$ cat src/rtl/sact_pkg.sv
`timescale 1ns / 1ps
package sact_pkg;
    localparam int SET_COUNT = 256;
    localparam int WAY_COUNT = 8;
    localparam int ADDR_BITS = 32;
    localparam int SET_W     = $clog2(SET_COUNT);
    localparam int WAY_W     = (WAY_COUNT > 1) ? $clog2(WAY_COUNT) : 1;
    localparam int WCNT_W    = $clog2(WAY_COUNT + 1);
    localparam int LINES     = SET_COUNT * WAY_COUNT;
    localparam int LINE_W    = $clog2(LINES);
    // line entry: valid, dirty, tag and stamp
    localparam int ENT_W     = 66;

    localparam logic [1:0] CFG_POLICY = 2'd0;
    localparam logic [1:0] CFG_SETBITS = 2'd1;
    localparam logic [1:0] CFG_WAYS   = 2'd2;

    localparam logic FUNC_LOOKUP  = 1'b0;
    localparam logic FUNC_INSTALL = 1'b1;

    localparam logic [15:0] LFSR_SEED = 16'hACE1;
    localparam logic [15:0] LFSR_TAPS = 16'hB400;

    typedef struct packed {
        logic                 func;
        logic [31:0]          line_addr;
        logic                 wr_dirty;
        logic [31:0]          timestamp;
    } t_req;

    typedef struct packed {
        logic                 hit;
        logic                 evicted_valid;
        logic                 evicted_dirty;
        logic [31:0]          evicted_line_addr;
        logic [31:0]          read_accesses;
        logic [31:0]          read_misses;
        logic [31:0]          write_accesses;
        logic [31:0]          write_misses;
        logic [31:0]          dirty_evictions;
    } t_rsp;

    // controller -> datapath
    typedef struct packed {
        logic clr;      // clear one line entry
        logic load;     // capture request
        logic rd;       // issue way read
        logic step;     // way result returned, evaluate
        logic commit;   // update state and counters
    } t_cmd;

    // datapath -> controller
    typedef struct packed {
        logic last_way;
        logic rem_done;
        logic clr_last;
    } t_sts;
endpackage

$ cat src/rtl/sact_ctrl.sv
`timescale 1ns / 1ps
module sact_ctrl (
    input  logic           i_clk,
    input  logic           i_rst_n,
    input  logic           i_in_valid,
    output logic           o_in_ready,
    output logic           o_out_valid,
    input  logic           i_out_ready,
    output sact_pkg::t_cmd o_cmd,
    input  sact_pkg::t_sts i_sts
);
    import sact_pkg::*;

    localparam logic [1:0] S_IDLE = 2'd0;
    localparam logic [1:0] S_SCAN = 2'd1;
    localparam logic [1:0] S_DONE = 2'd2;
    localparam logic [1:0] S_CLR  = 2'd3;

    logic [1:0] r_state, n_state;
    logic       r_oval, n_oval;
    logic       r_rdpend, n_rdpend;

    // input taken when idle and no result waits
    assign o_in_ready  = (r_state == S_IDLE) && !r_oval;
    assign o_out_valid = r_oval;

    always_comb begin
        n_state  = r_state;
        n_oval   = r_oval;
        n_rdpend = 1'b0;
        o_cmd    = '0;
        if (r_oval && i_out_ready) begin
            n_oval = 1'b0;
        end
        case (r_state)
            S_CLR: begin
                o_cmd.clr = 1'b1;
                if (i_sts.clr_last) begin
                    n_state = S_IDLE;
                end
            end
            S_IDLE: begin
                if (i_in_valid && o_in_ready) begin
                    o_cmd.load = 1'b1;
                    o_cmd.rd   = 1'b1;
                    n_rdpend   = 1'b1;
                    n_state    = S_SCAN;
                end
            end
            S_SCAN: begin
                if (r_rdpend) begin
                    o_cmd.step = 1'b1;
                    if (i_sts.last_way) begin
                        n_state = S_DONE;
                    end else begin
                        o_cmd.rd = 1'b1;
                        n_rdpend = 1'b1;
                    end
                end
            end
            S_DONE: begin
                // wait for the random-victim remainder
                if (i_sts.rem_done) begin
                    o_cmd.commit = 1'b1;
                    n_oval       = 1'b1;
                    n_state      = S_IDLE;
                end
            end
            default: n_state = S_IDLE;
        endcase
    end

    always_ff @(posedge i_clk) begin
        if (!i_rst_n) begin
            r_state  <= S_CLR;
            r_oval   <= 1'b0;
            r_rdpend <= 1'b0;
        end else begin
            r_state  <= n_state;
            r_oval   <= n_oval;
            r_rdpend <= n_rdpend;
        end
    end
endmodule

$ cat config.mk
export PLATFORM = sky130hd
export DESIGN_NAME = sact_ctrl
export DESIGN_NICKNAME = d
export VERILOG_FILES = /design/src/rtl/sact_pkg.sv /design/src/rtl/sact_ctrl.sv
export SDC_FILE = /design/constraint.sdc
export NUM_CORES = 1
export LEC_CHECK = 0
export ABC_AREA = 1
export BUFFER_PORTS_ARGS = -buffer_cell sky130_fd_sc_hd__buf_2
export CAP_MARGIN = 20
export CELL_PAD_IN_SITES_DETAIL_PLACEMENT = 2
export CELL_PAD_IN_SITES_GLOBAL_PLACEMENT = 2
export CORE_MARGIN = 2
export CORE_UTILIZATION = 18
export CTS_BUF_LIST = sky130_fd_sc_hd__clkbuf_16
export DETAILED_ROUTE_END_ITERATION = 12
export PLACE_DENSITY = 0.72
export SLEW_MARGIN = 20
export SYNTH_ARGS = -nofsm -noshare
export SYNTH_HDL_FRONTEND = slang
export SYNTH_SLANG_ARGS = --single-unit
$ cat constraint.sdc
create_clock -name i_clk -period 1.2 [get_ports i_clk]
set_input_delay 0.12 -clock i_clk [delete_from_list [all_inputs] [get_ports i_clk]]
set_output_delay 0.12 -clock i_clk [all_outputs]
set_load 0.05 [all_outputs]
* Yosys cells after proc, flatten, opt, wreduce, memory -nomap -nowiden *
Cells that the tools add are included.

storage, ports and cells
  input port bits = 7
  register bits = 4

cells by class
  multiplexer cells = 21
  equal/unequal tests = 8
  reductions and logical operators = 6

operators by type and width
  operator            number
  $mux 2              7
  $mux 1              11
  $ne 2x2->1 const B  4
  $pmux 2 s4          1
  $reduce_and 5->1    1
  $eq 2x2->1 const B  2
  $pmux 1 s2          2
  $logic_and 1x1->1   3
  $eq 2x1->1 const B  1
  $logic_not 2->1     1
  $ne 2x1->1 const B  1
  $logic_not 1->1     1

* Depth between registers and ports, before layout *
  depth in word-level cells = 5
  gate-level depth with buffers = 6
  gate-level depth less buffers = 5

* Worst setup path before layout *
Ideal clock, no wire load.

  path type = reg-to-output
  start point = register r_oval (netlist: o_out_valid)
  end point = output port o_in_ready
  required time = 1080 ps
  buffers on the path = 0
  stages on the path, launching flop included = 2
  setup slack = -507 ps
  data arrival time = 1587 ps
  cell sequence = dfxtp_1 > nor3_1

between the ends
  longest elaborated chain between the ends = 2

RTL lines
  item                      RTL line         text
  start: declaration        sact_ctrl.sv:20  logic r_oval, n_oval;
  start signal: assignment  sact_ctrl.sv:80  r_oval <= n_oval;
  $logic_not 1->1           sact_ctrl.sv:24  assign o_in_ready = (r_state == S_IDLE) && !r_oval;
  $logic_and 1x1->1         sact_ctrl.sv:24
  end: declaration          sact_ctrl.sv:6   output logic o_in_ready,

Every way passes these cells.

==> results.cfg <==
[outcome]
outcome = completed

[die]
ios = 14
dieArea_mm2 = 0.00176
die_w_um = 41.9
die_h_um = 41.9
core.rowCount = 13
start_util_pct = 19.7
design.core.area_mm2 = 0.00132

[yosys]
synth_nets = 46
yosysSeqAreaShare_pct = 30.9
avgSynthCellArea_um2 = 6.64
ys_ff_latch = 4
ys_warn_count = 0
synth_cells = 39
synth_area_um2 = 259
yosysUniqueCellTypes = 15

[setup_path]
crit_path_cell_trace = nor2_4, nand2_2, nand2_2, buf_8
end_kind = output port
crit_required_ps = 1080
critPathMostFrequentCell = nand2_2
worst-path-buf-inv = 1
cpPeakStageDelay_ps = 380
path_max_fanout = 8
cp_slowest_cell = dfxtp_4
arrival_ps = 1060
path_class = register to output port
critPathTopFamily = flip-flops
cp-start-kind = register

[grt]
antenna_found_initial = 0
track_usage_pct = 11.5
overflow = 0
grt_first_pass_wirelength_mm = 1.44
grt_max_degree = 9
grt_pass1_vias = 329

[cts]
h-tree-depth = 1
numClockSinks = 4
cts-root-buf = clkbuf_16
cts_tree = done
hold_buffers = 0
clk_latency_ps = 220
clk_pin_slew_ps = 30
ctsLongestPathBuffers = 2
numCtsBuffers = 3

[pwr]
power_frac_comb_pct = 23.9
power_frac_seq_pct = 19.2
p_sw_uw = 261
vdd_drop_max_mv = 0.714
p_total_uw = 910
swShare_pct = 28.6
p_int_uw = 650
p_clk_share_pct = 56.9
p_leak_nw = 0.251
power_density_mw_per_mm2 = 1840

[sta]
worst_pin_slew_ps = 254
setup_viol = 0
rsz0062_at_grt = yes
fmax_mhz = 845
setup_tns_ps = 0
min_period_ps = 1180
report.final.slew_viol_count = 0
holdWs_ps = 115
finClkSkew_ps = 2.50
hold_viol = 0
fin_crit_sh_pct = 98.7
slew_headroom_pct = 83.2

[layout]
area_growth_pct = 91.3
drive_gt1_share_pct = 63.0
post-route-util_pct = 37.6
diodes = 0
nNetsFinal = 63
final_cells = 69

[route]
drt_iter0_markers = 0
drt-total-wl_um = 826
drt-pass1-iter-count = 1
vias = 292
viasPerCell = 4.23
wl_per_cell_um = 12.0
ant_nets = 0
drcViolationCount = 0

[min_path]
hp-class = input pin to register

[place]
place_hpwl_um = 690
place.port_buffers = 13
place.gp.congestion = 0.751
place_inst = 66

[flow_run]
drv_cap = 0
cells in the mapped netlist:
library cell	instances	share of area, %
nand4_2	1	4.8
nor2_4	1	4.3
a21oi_2	1	3.4
inv_2	1	1.4
a21oi_1	1	1.9
dfxtp_1	4	31
nor2_1	1	1.4
nor3_1	2	3.9
buf_4	2	5.8
nand4_1	1	2.4
nand3_1	6	12
or2_2	1	2.4
nand2_2	1	2.4
nand2_1	6	8.7
inv_1	10	14
power groups by stage:
stage / combinational [mW] / clock [mW] / sequential [mW]
final: 0.217 / 0.518 / 0.175
after global routing: 0.238 / 0.541 / 0.177
after CTS: 0.207 / 0.530 / 0.172
after detailed placement: 0.188 / 0 / 0.168
after global placement: 0.182 / 0 / 0.167
after floorplan: 0.140 / 0 / 0.167
per-stage QoR:
| step | area (um2) | setup WS (ps) |
|---|---|---|
| final | 495 | 16.1 |
| after global routing | 495 | -29.4 |
| after CTS | 469 | -1.08 |
| after detailed placement | 353 | 0.713 |
| after global placement | 353 | 58.3 |
| after floorplan | 277 | -35.5 |
registers in the layout, summed over array words and instances (netlist names):
register,flops
r_state,2
o_out_valid,1
r_rdpend,1
cell families after synthesis:
kind of cell,synth area share [%]
and+or+nand+nor,42.0
AOI/OAI and AO/OA,5.31
buffers and inverters,21.7
DFF,30.9
worst paths after layout:
path,startpoint,end,slack (ps),cells after the start
setup / recovery,r_state[1],o_cmd[2],20,4
setup reg to reg,r_state[0],r_state[0],300,5
hold reg to reg,r_rdpend,r_state[1],520,2
hold / removal,i_rst_n,r_state[1],110,2
routing by layer:
metal	wire, um	up-vias	GRT usage [%]
li1	-	150	-
met1	324	131	12.8
met2	447	11	18.1
met3	54	0	4.35
met4	0	0	7.74
met5	0	-	0
layout by cell type, fill, tap and decap left out, drive strengths merged:
cell	count
inv	11
nand3	6
nor2	2
nand4	2
clkbuf	3
nand2	7
nor3	2
dfxtp	4
or2	1
buf	14
a21oi	2
area by class of cell:
type                    instances  area, um2
multi-input cells              22        164
fillers                       144        822
well taps                      15       18.8
repair buffers                 14        106
flip-flops and latches          4       87.6
clock buffers                   3       75.1
inverters                      11       43.8
timing repair:
action | 4_1_cts | 5_1_grt
setup buffers | 0 | 0
setup endpoints to repair | 6 | 5
pin swaps | 2 | 2
resized for setup | 15 | 10
Note: power is estimated with default switching activity, not from simulation.
